--- config.mk ---
export PLATFORM = sky130hd
export DESIGN_NAME = demand_page_fault_tracker
export DESIGN_NICKNAME = d
export VERILOG_FILES = /design/src/sv/dpft_pkg.sv /design/src/sv/dpft_front.sv /design/src/sv/dpft_back.sv /design/src/sv/dpft_resq.sv /design/src/sv/demand_page_fault_tracker.sv
export SDC_FILE = /design/constraint.sdc
export NUM_CORES = 1
export LEC_CHECK = 0
export BUFFER_PORTS_ARGS = -buffer_cell sky130_fd_sc_hd__buf_2
export CAP_MARGIN = 20
export CORE_MARGIN = 2
export CORE_UTILIZATION = 40
export CTS_BUF_LIST = sky130_fd_sc_hd__clkbuf_8
export CTS_CLUSTER_DIAMETER = 100
export CTS_CLUSTER_SIZE = 20
export DETAILED_ROUTE_END_ITERATION = 10
export GPL_TIMING_DRIVEN = 0
export PLACE_DENSITY = 0.55
export SETUP_SLACK_MARGIN = 0.4
export SLEW_MARGIN = 10
export SYNTH_ARGS = -nofsm -noshare
export SYNTH_HDL_FRONTEND = slang
export SYNTH_SLANG_ARGS = --single-unit
--- constraint.sdc ---
create_clock -name i_clk -period 5.85 [get_ports i_clk]
set_input_delay 1.17 -clock i_clk [delete_from_list [all_inputs] [get_ports i_clk]]
set_output_delay 1.17 -clock i_clk [all_outputs]
set_load 0.05 [all_outputs]
--- src/sv/dpft_pkg.sv ---
package dpft_pkg;

    // Sizing
    localparam int PAGES          = 32;
    localparam int PAGE_BYTES     = 4096;
    localparam int PAGE_SHIFT     = $clog2(PAGE_BYTES);
    localparam int ADDR_W         = 48;
    localparam int REGION_PAGES_W = 6;
    localparam int IDX_W          = (PAGES > 1) ? $clog2(PAGES) : 1;
    localparam int CNT_W          = $clog2(PAGES + 1);
    localparam int ACTION_W       = 3;
    localparam int PAGE_W         = 5;

    // Queue depths (powers of two)
    localparam int CQ_DEPTH = 2;
    localparam int CQ_PTR_W = $clog2(CQ_DEPTH);
    localparam int CQ_CNT_W = $clog2(CQ_DEPTH + 1);
    localparam int RQ_DEPTH = 2;
    localparam int RQ_PTR_W = $clog2(RQ_DEPTH);
    localparam int RQ_CNT_W = $clog2(RQ_DEPTH + 1);

    // Configuration register indexes
    localparam int CFG_IDX_W = 1;
    localparam logic [CFG_IDX_W-1:0] REG_REGION_BASE  = 1'd0;
    localparam logic [CFG_IDX_W-1:0] REG_REGION_PAGES = 1'd1;

    // Input commands
    localparam logic CMD_FAULT = 1'b0;
    localparam logic CMD_FLUSH = 1'b1;

    // Result actions
    localparam logic [ACTION_W-1:0] ACT_FETCH     = 3'd0;
    localparam logic [ACTION_W-1:0] ACT_GRANT     = 3'd1;
    localparam logic [ACTION_W-1:0] ACT_CHAIN     = 3'd2;
    localparam logic [ACTION_W-1:0] ACT_WRITEBACK = 3'd3;
    localparam logic [ACTION_W-1:0] ACT_DONE      = 3'd4;

    // Classified command kinds
    localparam logic [1:0] KIND_FAULT = 2'd0;
    localparam logic [1:0] KIND_CHAIN = 2'd1;
    localparam logic [1:0] KIND_FLUSH = 2'd2;

    typedef struct packed {
        logic              cmd;
        logic [ADDR_W-1:0] fault_address;
    } t_item;

    typedef struct packed {
        logic [ACTION_W-1:0] action;
        logic [PAGE_W-1:0]   page_index;
        logic                last;
    } t_result;

    typedef struct packed {
        logic [1:0]       kind;
        logic [IDX_W-1:0] page;
    } t_cmd;

    // Front-to-back command channel
    typedef struct packed {
        logic valid;
        t_cmd cmd;
    } t_cmd_chan;

    // Back-to-result-queue channel
    typedef struct packed {
        logic    push;
        t_result data;
    } t_res_chan;

    // Page count in use, saturated to the tracked pages
    function automatic logic [CNT_W-1:0] pages_in_use(
        input logic [REGION_PAGES_W-1:0] n
    );
        logic [CNT_W-1:0] r;
        if (n > REGION_PAGES_W'(PAGES)) begin
            r = CNT_W'(PAGES);
        end else begin
            r = CNT_W'(n);
        end
        return r;
    endfunction

endpackage

--- src/sv/dpft_front.sv ---
module dpft_front (
    input  logic                        i_clk,
    input  logic                        i_rst_n,
    input  logic                        i_push,
    output logic                        o_full,
    input  dpft_pkg::t_item             i_item,
    input  logic [dpft_pkg::ADDR_W-1:0] i_region_base,
    input  logic [dpft_pkg::CNT_W-1:0]  i_used,
    output dpft_pkg::t_cmd_chan         o_chan,
    input  logic                        i_take
);
    import dpft_pkg::*;

    t_cmd              r_q [CQ_DEPTH];
    logic [CQ_PTR_W-1:0] r_wp, r_rp;
    logic [CQ_CNT_W-1:0] r_cnt;

    logic [ADDR_W-1:0] off;
    logic              in_region;
    t_cmd              cls;
    logic              do_push;
    logic              do_pop;

    // Classify: flush, fault on a tracked page, or chain
    always_comb begin
        off       = i_item.fault_address - i_region_base;
        in_region = (i_item.fault_address != '0)
                 && (i_item.fault_address >= i_region_base)
                 && ((off >> PAGE_SHIFT) < ADDR_W'(i_used));
        cls.page  = off[PAGE_SHIFT +: IDX_W];
        if (i_item.cmd == CMD_FLUSH) begin
            cls.kind = KIND_FLUSH;
        end else if (in_region) begin
            cls.kind = KIND_FAULT;
        end else begin
            cls.kind = KIND_CHAIN;
        end
    end

    assign o_full       = (r_cnt == CQ_CNT_W'(CQ_DEPTH));
    assign do_push      = i_push && !o_full;
    assign do_pop       = i_take && (r_cnt != '0);
    assign o_chan.valid = (r_cnt != '0);
    assign o_chan.cmd   = r_q[r_rp];

    // Command queue control
    always_ff @(posedge i_clk) begin
        if (!i_rst_n) begin
            r_wp  <= '0;
            r_rp  <= '0;
            r_cnt <= '0;
        end else begin
            if (do_push) begin
                r_wp <= r_wp + 1'b1;
            end
            if (do_pop) begin
                r_rp <= r_rp + 1'b1;
            end
            r_cnt <= r_cnt + CQ_CNT_W'(do_push) - CQ_CNT_W'(do_pop);
        end
    end

    // Command queue storage
    always_ff @(posedge i_clk) begin
        if (do_push) begin
            r_q[r_wp] <= cls;
        end
    end

endmodule

--- src/sv/dpft_back.sv ---
module dpft_back (
    input  logic                       i_clk,
    input  logic                       i_rst_n,
    input  dpft_pkg::t_cmd_chan        i_chan,
    output logic                       o_take,
    input  logic [dpft_pkg::CNT_W-1:0] i_used,
    output dpft_pkg::t_res_chan        o_res,
    input  logic                       i_res_full
);
    import dpft_pkg::*;

    localparam logic ST_IDLE = 1'b0;
    localparam logic ST_WALK = 1'b1;

    logic             r_state, n_state;
    logic [CNT_W-1:0] r_walk, n_walk;
    logic [PAGES-1:0] r_res, n_res;
    logic [PAGES-1:0] r_wr, n_wr;
    logic [PAGES-1:0] r_dirty, n_dirty;

    logic [IDX_W-1:0] fp;
    logic [IDX_W-1:0] wp;

    assign fp = i_chan.cmd.page;
    assign wp = r_walk[IDX_W-1:0];

    // Fault handling and flush walk
    always_comb begin
        n_state    = r_state;
        n_walk     = r_walk;
        n_res      = r_res;
        n_wr       = r_wr;
        n_dirty    = r_dirty;
        o_take     = 1'b0;
        o_res.push = 1'b0;
        o_res.data = '0;
        case (r_state)
            ST_IDLE: begin
                if (i_chan.valid && !i_res_full) begin
                    o_take = 1'b1;
                    case (i_chan.cmd.kind)
                        KIND_FAULT: begin
                            o_res.push            = 1'b1;
                            o_res.data.last       = 1'b1;
                            if (!r_res[fp]) begin
                                n_res[fp]             = 1'b1;
                                n_wr[fp]              = 1'b0;
                                o_res.data.action     = ACT_FETCH;
                                o_res.data.page_index = PAGE_W'(fp);
                            end else if (!r_wr[fp]) begin
                                n_wr[fp]              = 1'b1;
                                n_dirty[fp]           = 1'b1;
                                o_res.data.action     = ACT_GRANT;
                                o_res.data.page_index = PAGE_W'(fp);
                            end else begin
                                o_res.data.action     = ACT_CHAIN;
                            end
                        end
                        KIND_FLUSH: begin
                            n_state = ST_WALK;
                            n_walk  = '0;
                        end
                        default: begin
                            o_res.push        = 1'b1;
                            o_res.data.action = ACT_CHAIN;
                            o_res.data.last   = 1'b1;
                        end
                    endcase
                end
            end
            ST_WALK: begin
                if (r_walk == i_used) begin
                    // end of walk: done marker
                    if (!i_res_full) begin
                        o_res.push        = 1'b1;
                        o_res.data.action = ACT_DONE;
                        o_res.data.last   = 1'b1;
                        n_state           = ST_IDLE;
                    end
                end else if (r_res[wp] && r_dirty[wp]) begin
                    if (!i_res_full) begin
                        o_res.push            = 1'b1;
                        o_res.data.action     = ACT_WRITEBACK;
                        o_res.data.page_index = PAGE_W'(wp);
                        n_dirty[wp]           = 1'b0;
                        n_walk                = r_walk + 1'b1;
                    end
                end else begin
                    n_walk = r_walk + 1'b1;
                end
            end
            default: begin
                n_state = ST_IDLE;
            end
        endcase
    end

    // State and page flags
    always_ff @(posedge i_clk) begin
        if (!i_rst_n) begin
            r_state <= ST_IDLE;
            r_walk  <= '0;
            r_res   <= '0;
            r_wr    <= '0;
            r_dirty <= '0;
        end else begin
            r_state <= n_state;
            r_walk  <= n_walk;
            r_res   <= n_res;
            r_wr    <= n_wr;
            r_dirty <= n_dirty;
        end
    end

endmodule

--- src/sv/dpft_resq.sv ---
module dpft_resq (
    input  logic                i_clk,
    input  logic                i_rst_n,
    input  dpft_pkg::t_res_chan i_res,
    output logic                o_full,
    output logic                o_empty,
    input  logic                i_pop,
    output dpft_pkg::t_result   o_result
);
    import dpft_pkg::*;

    t_result             r_q [RQ_DEPTH];
    logic [RQ_PTR_W-1:0] r_wp, r_rp;
    logic [RQ_CNT_W-1:0] r_cnt;

    logic do_push;
    logic do_pop;

    assign o_full   = (r_cnt == RQ_CNT_W'(RQ_DEPTH));
    assign o_empty  = (r_cnt == '0);
    assign do_push  = i_res.push && !o_full;
    assign do_pop   = i_pop && !o_empty;
    assign o_result = r_q[r_rp];

    // Result queue control
    always_ff @(posedge i_clk) begin
        if (!i_rst_n) begin
            r_wp  <= '0;
            r_rp  <= '0;
            r_cnt <= '0;
        end else begin
            if (do_push) begin
                r_wp <= r_wp + 1'b1;
            end
            if (do_pop) begin
                r_rp <= r_rp + 1'b1;
            end
            r_cnt <= r_cnt + RQ_CNT_W'(do_push) - RQ_CNT_W'(do_pop);
        end
    end

    // Result queue storage
    always_ff @(posedge i_clk) begin
        if (do_push) begin
            r_q[r_wp] <= i_res.data;
        end
    end

endmodule

--- src/sv/demand_page_fault_tracker.sv ---
// Demand-paging page tracker. Keeps resident/writable/dirty marks for up to
// 32 pages of 4 KiB starting at region_base. Push a fault (cmd 0) and one
// result comes back: fetch, grant write or chain, with last set. Push a flush
// (cmd 1) and a write-back result comes back for each resident dirty page in
// ascending order, then a done result with last set. A fault is one flag
// read-modify-write in the back end. A flush takes the command, steps the
// walk sequencer over each page in use and then pushes the done result. A
// full result queue stalls the back end whenever it has a result to push. A
// two-entry command queue lets faults be accepted while a flush walks. A
// command passes through the command queue register and then the result
// queue register before its first result is on the result ports and can be
// popped. Configuration writes apply immediately and must only be issued while
// no transaction is outstanding.
module demand_page_fault_tracker (
    input  logic                           i_clk,
    input  logic                           i_rst_n,
    input  logic                           push,
    output logic                           full,
    input  dpft_pkg::t_item                i_item,
    output logic                           empty,
    input  logic                           pop,
    output dpft_pkg::t_result              o_result,
    input  logic                           i_cfg_we,
    input  logic [dpft_pkg::CFG_IDX_W-1:0] i_cfg_index,
    input  logic [dpft_pkg::ADDR_W-1:0]    i_cfg_data
);
    import dpft_pkg::*;

    logic [ADDR_W-1:0]         r_region_base;
    logic [REGION_PAGES_W-1:0] r_region_pages;
    logic [CNT_W-1:0]          used;

    t_cmd_chan cmd_chan;
    logic      cmd_take;
    t_res_chan res_chan;
    logic      res_full;

    assign used = pages_in_use(r_region_pages);

    // Configuration registers
    always_ff @(posedge i_clk) begin
        if (!i_rst_n) begin
            r_region_base  <= '0;
            r_region_pages <= REGION_PAGES_W'(PAGES);
        end else if (i_cfg_we) begin
            case (i_cfg_index)
                REG_REGION_BASE:  r_region_base  <= i_cfg_data;
                REG_REGION_PAGES: r_region_pages <= i_cfg_data[REGION_PAGES_W-1:0];
                default: begin
                end
            endcase
        end
    end

    dpft_front u_front (
        .i_clk         (i_clk),
        .i_rst_n       (i_rst_n),
        .i_push        (push),
        .o_full        (full),
        .i_item        (i_item),
        .i_region_base (r_region_base),
        .i_used        (used),
        .o_chan        (cmd_chan),
        .i_take        (cmd_take)
    );

    dpft_back u_back (
        .i_clk      (i_clk),
        .i_rst_n    (i_rst_n),
        .i_chan     (cmd_chan),
        .o_take     (cmd_take),
        .i_used     (used),
        .o_res      (res_chan),
        .i_res_full (res_full)
    );

    dpft_resq u_resq (
        .i_clk    (i_clk),
        .i_rst_n  (i_rst_n),
        .i_res    (res_chan),
        .o_full   (res_full),
        .o_empty  (empty),
        .i_pop    (pop),
        .o_result (o_result)
    );

    // Back end never pushes into a full result queue
    a_no_overflow: assert property (@(posedge i_clk) disable iff (!i_rst_n)
        res_chan.push |-> !res_full)
        else $error("result pushed while result queue full");

    // Back end only takes a command that is present
    a_take_valid: assert property (@(posedge i_clk) disable iff (!i_rst_n)
        cmd_take |-> cmd_chan.valid)
        else $error("command taken from empty queue");

    // Chain and done results carry page zero and have last set
    a_zero_page: assert property (@(posedge i_clk) disable iff (!i_rst_n)
        (!empty && (o_result.action == ACT_CHAIN || o_result.action == ACT_DONE))
        |-> (o_result.page_index == '0) && o_result.last)
        else $error("chain/done result with nonzero page or no last");

endmodule

After elaboration in Yosys (flattened, before gate mapping)

Memory sizes are Yosys's and may differ from the RTL's. A register that Yosys moved wholly into a read port is not among the register bits.
Index checks and enable logic that the tools add are counted.

Bits in read-only memories: 0
Register bits: 165
Latch bits: 0
Memories kept: 2
Logic and storage cells: 140
RAM bits: 32
Output and inout bits: 11
Bits of input ports: 103

Memories:

| name        | depth | bits a word | rd ports | clocked after Yosys merged registers in | write ports | line             | RTL |
|---|---|---|---|---|---|---|---|
| u_resq.r_q  | 2     | 9           | 1        | 1                                       | 1           | dpft_resq.sv:12  | `t_result r_q [RQ_DEPTH];` |
| u_front.r_q | 2     | 7           | 1        | 1                                       | 1           | dpft_front.sv:14 | `t_cmd r_q [CQ_DEPTH];` |

Reductions and logical operators: 23
Bitwise gates (word level): 10
Multiplexer cells: 61
Add/subtract/negate cells: 10
$mul: 0
Divide/modulo/power cells: 0
$lt $le $gt $ge: 7
Equal/unequal tests: 14
Shifts and indexed selects: 0

Operators with widths:

| operator             | number |
|---|---|
| $mux W32             | 9 |
| $or A32 B32 Y32      | 3 |
| $and A32 B32 Y32     | 2 |
| $not A32 Y32         | 2 |
| $pmux W32 S2         | 1 |
| $ge A48 B48 Y1       | 1 |
| $reduce_bool A48 Y1  | 1 |
| $sub A48 B48 Y48     | 1 |
| $lt A36 B6 Y1        | 1 |
| $mux W6              | 6 |
| $mux W1              | 24 |
| $bmux W1 S5          | 4 |
| $pmux W10 S2         | 1 |
| $mux W9              | 2 |
| $mux W5              | 3 |
| $ne A2 B2 Y1 const B | 7 |
| $lt A5 B6 Y1 const B | 2 |
| $pmux W6 S2          | 1 |
| $reduce_and A4 Y1    | 3 |
| $demux W1 S5         | 2 |
| $ge A5 B1 Y1 const B | 2 |
| $logic_and A1 B1 Y1  | 10 |
| $mux W10             | 1 |
| $mux W4              | 2 |
| other kinds (19)     | 34 |

Logic depth before layout (Yosys ltp)

Depth after elaboration: 10
Gate-level depth with buffers: 20
Gate-level depth less buffers: 20

Modules after synthesis

Synthesis repeated with hierarchy kept, for this count alone.

Cell total of the unflattened synthesis: 1494
Area, all modules: 12762.2 um2

Modules (own cells, without submodules):

| module                    | cells an instance | instances | seq. area each (um2) | area an instance (um2) |
|---|---|---|---|---|
| dpft_back                 | 653               | 1         | 2062.0               | 5605.4 |
| dpft_front                | 549               | 1         | 520.5                | 4087.7 |
| demand_page_fault_tracker | 237               | 1         | 1081.0               | 2184.6 |
| dpft_resq                 | 55                | 1         | 640.6                | 884.6 |

Worst setup path before layout

OpenSTA, ideal clock, no wires.

Path type: input to register
From: in i_item[3] (netlist bit)
To: mem u_front.r_q[0][5] (netlist bit), data pin
Data required time: 5565 ps
Path slack: 1290 ps
Path buffers: 0
Stages: 19
Setup time: 285 ps
Arrival: 4275 ps
Cell sequence: ha_1 a21o_1 a21oi_1 a21oi_1 nor2_1 nor2_1 nor2_1 o21bai_1 xor2_1 ha_1 a21oi_1 nand3_1 nor3_1 o2111ai_1 or4_1 nor4_1 nand4_1 nor4_1 a41oi_1

RTL lines:

| what               | line                            | RTL |
|---|---|---|
| start: declaration | demand_page_fault_tracker.sv:19 | `input dpft_pkg::t_item i_item,` |
| end: declaration   | dpft_front.sv:14                |  |

==> results.md <==
* Outcome: finished, final reports clean
* DP Worst Slack at -0.0939 ns
* Diodes inserted at 0
* Area growth, synth to finish at 11.9%
* Cell repeated most along the worst path: nor2_1
* Routed len/inst at 19.4 µm
* Mux contribution to synthesized area at 7.05%
* CP max stage cell: or4_1
* Setup Skew at 0.0178 ns
* Clock root buffer: clkbuf_8
* Largest family of logic cells by synthesized area: simple AND/OR/NAND/NOR gates
* Hold path cells at 2
* Cell Rows at 63
* Final worst slack at 0.604 ns
* Reg2reg setup slack at 0.98 ns
* Hold Path Class: reg -> reg
* CP max FO at 3
* Area leader, netlist: dfxtp_1
* WL final at 38900 µm
* CTS tree: done
* Htree depth at 4
* RSZ-0062 raised after global routing: no
* Worst-Skew Late Latency at 0.52 ns
* Area share of and/or/nand/nor cells after synthesis at 21.2%
* Final layout net count at 1765
* Most common cell in the synthesized netlist: nand2_1
* Reg clk slew, reported paths at 0.10 ns
* Max stage delay on crit path at 0.54 ns
* WP data required at 6.05 ns
* Port bufs at 110
* Seq cells post-synth at 199
* Vias in the first global route at 10997
* R2r endpoint: u_front.r_q[0][5]
* Vias at 11578
* Post-cts sizing count at 0
* Min Hold Slack at 0.459 ns
* Crit path cell chain: buf_2, ha_1, nor2b_1, o2111ai_1, a21oi_2, nor2_1, nor2_1, nor2_1, o21bai_1, xor2_1, ha_1, a21oi_4, nand3_1, nor3_1, o2111ai_1, or4_1, nor4_1, nand4_1, nor4_1, a41oi_1
* Number of flops mapped to enable cells by yosys at 32
* Startpoint Class: primary input
* Critical path capture point type: register
* Ys flop type: dfxtp_1
* Overall Global Routing Usage at 25.0%
* Worst VDD drop at 0.000178 V
* Final period utilization at 89.7%
* Post-Route Setup TNS at 0 ns
* # IOs at 114
* Final slew viol count at 0
* Critical Path AT at 5.44 ns
* Number of hold violations in the final report at 0
* Hold path start: r_region_base[29]
* Max_slew headroom at 34.8%
* Vias per std cell at 5.78
* Grt total ovfl at 0
* First-pass GRT wire length at 60600 µm
* TritonRoute pass-1 iters at 5
* Full die area at 31600 µm²
* Hold endpoint: r_region_base[29]
* Post-Syn Nets at 1636
* Pwr/cell area at 305 nW/µm²
* Asr flop ratio synth at 0%
* Post-synth top area share at 27.7%
* Post-Synth XOR/XNOR Area at 2.32%
* Worst-Margin Slew at 0.969 ns
* Min Tclk post-route at 5.25 ns
* Initial Util at 40.7%
* Crit path buffers/inverters at 1
* Avg Synthesized Cell Area at 8.20 µm²
* Synthesized area at 12100 µm²
* Initial DRC count at 941
* Die width at 178 µm
* Post-synthesis sequential area ratio at 35.7%
* Overall power at 4.12 mW
* Layout cells sized above 1 at 14.6%
* Maxcap violations at 0
* Hold buffers post-CTS at 0
* Synth cell types at 82
* RD Place Congestion at 0.915
* Final ANT Viol Nets at 0
* Post-DP HPWL at 29900 µm
* Endpoints failing setup at 0
* Compound-Gate Fraction of Synth Area at 20.7%
* Top cells by area, synth: dfxtp_1 (28%), edfxtp_1 (8.0%), a21oi_1 (6.5%)
* # DRC at 0
* End-of-flow core utilization at 45.5%
* Clk sink count at 199
* Setup bufs post-CTS at 0
* Core Area at 29600 µm²
* Cts bufs inserted at 17
* LEAKAGE at 4.85 nW
* Worst reg-to-reg path cell count at 20
* Reg2reg start: r_region_base[1]
* Antenna violations before repair at 0
* Post-synthesis adder-cell area fraction at 6.33%
* Syn. warnings at 0
* Largest net degree at the start of global routing at 19
* Fmax at 191 MHz
* Die Y-Extent at 178 µm
* Mapped Cells at 1472
* CP Class: in -> reg
* Clock buffer depth at 2
* Cell family with most CP delay: simple AND/OR/NAND/NOR gates
* Post-synth top cells: nand2_1 (191), dfxtp_1 (167), a21oi_1 (156)
==> how the worst max path moves through the flow <==
stage / startpoint / endpoint / slack, ns / cells after the start
2_1_floorplan: i_item[3] / u_front.r_q[0][5] / 1.29 / 19
3_3_place_gp: i_item[1] / u_front.r_q[0][5] / -0.07 / 20
3_5_place_dp: i_item[1] / u_front.r_q[0][5] / -0.09 / 20
4_1_cts: i_item[1] / u_front.r_q[0][5] / 0.45 / 20
5_1_grt: i_item[1] / u_front.r_q[0][5] / 0.43 / 20
6_report: i_item[1] / u_front.r_q[0][5] / 0.60 / 20
==> worst register-to-register path, stage by stage (launching register included) <==
cell and delay [ns]:
dfxtp_1 0.36, inv_1 0.06, ha_1 0.26, nor2b_1 0.22, o2111ai_1 0.21, a21oi_2 0.22, nor2_1 0.07, nor2_1 0.10
nor2_1 0.07, o21bai_1 0.20, xor2_1 0.25, ha_1 0.31, a21oi_4 0.21, nand3_1 0.10, nor3_1 0.23, o2111ai_1 0.23
or4_1 0.54, nor4_1 0.29, nand4_1 0.17, nor4_1 0.22, a41oi_1 0.25
==> logic make-up after synthesis <==
group           count (synthesis)
flops                         199
mux                            48
compound gates                403
simple gates                  541
buf+inv                       188
fa+ha+maj                      61
xor+xnor                       32
==> report_power, final <==
part           total, mW  internal, mW  switching, mW
sequential          1.59          1.52         0.0607
combinational       1.64         0.519           1.12
clock              0.890         0.329          0.561
total               4.12          2.37           1.74
==> layout by cell type, fill, tap and decap left out, types with 32 or more instances in the layout <==
cell type,synthesis,routed
buf_2,26,136
nor3_1,48,48
o21ai_0,67,67
nor2_1,114,114
clkbuf_1,53,53
nand3_1,54,54
nor4_1,39,39
a31oi_1,38,38
ha_1,61,61
nand2_1,191,191
inv_1,87,88
edfxtp_1,32,32
a21oi_1,156,154
dfxtp_1,167,167
==> through the flow <==
| stage | cell area, µm² | instances |
|---|---|---|
| global route | 13500 | 2004 |
| floorplan | 12100 | 1472 |
| finish | 13500 | 2004 |
| detailed placement | 13100 | 1972 |
| global placement | 13100 | 1972 |
| CTS | 13500 | 2004 |
==> routing by layer <==
| layer | up-vias | track usage (%) | part of all wire [%] |
|---|---|---|---|
| li1 | 5588 | - | - |
| met1 | 5482 | 32.3 | 44 |
| met2 | 431 | 41.5 | 47 |
| met3 | 77 | 4.39 | 6.0 |
| met4 | 0 | 9.53 | 3.1 |
| met5 | - | 0 | 0 |
==> area by class of cell <==
type                       instances  area, µm²
buffer                            94        457
clock buffer                      19        262
sequential                       199       4300
fill                            3094      16100
timing repair buffer             110        551
tap                              390        488
multi-input combinational       1085       6970
clock inverter                    13        116
inverter                          94        353
Power figures use the tool's default switching activity.
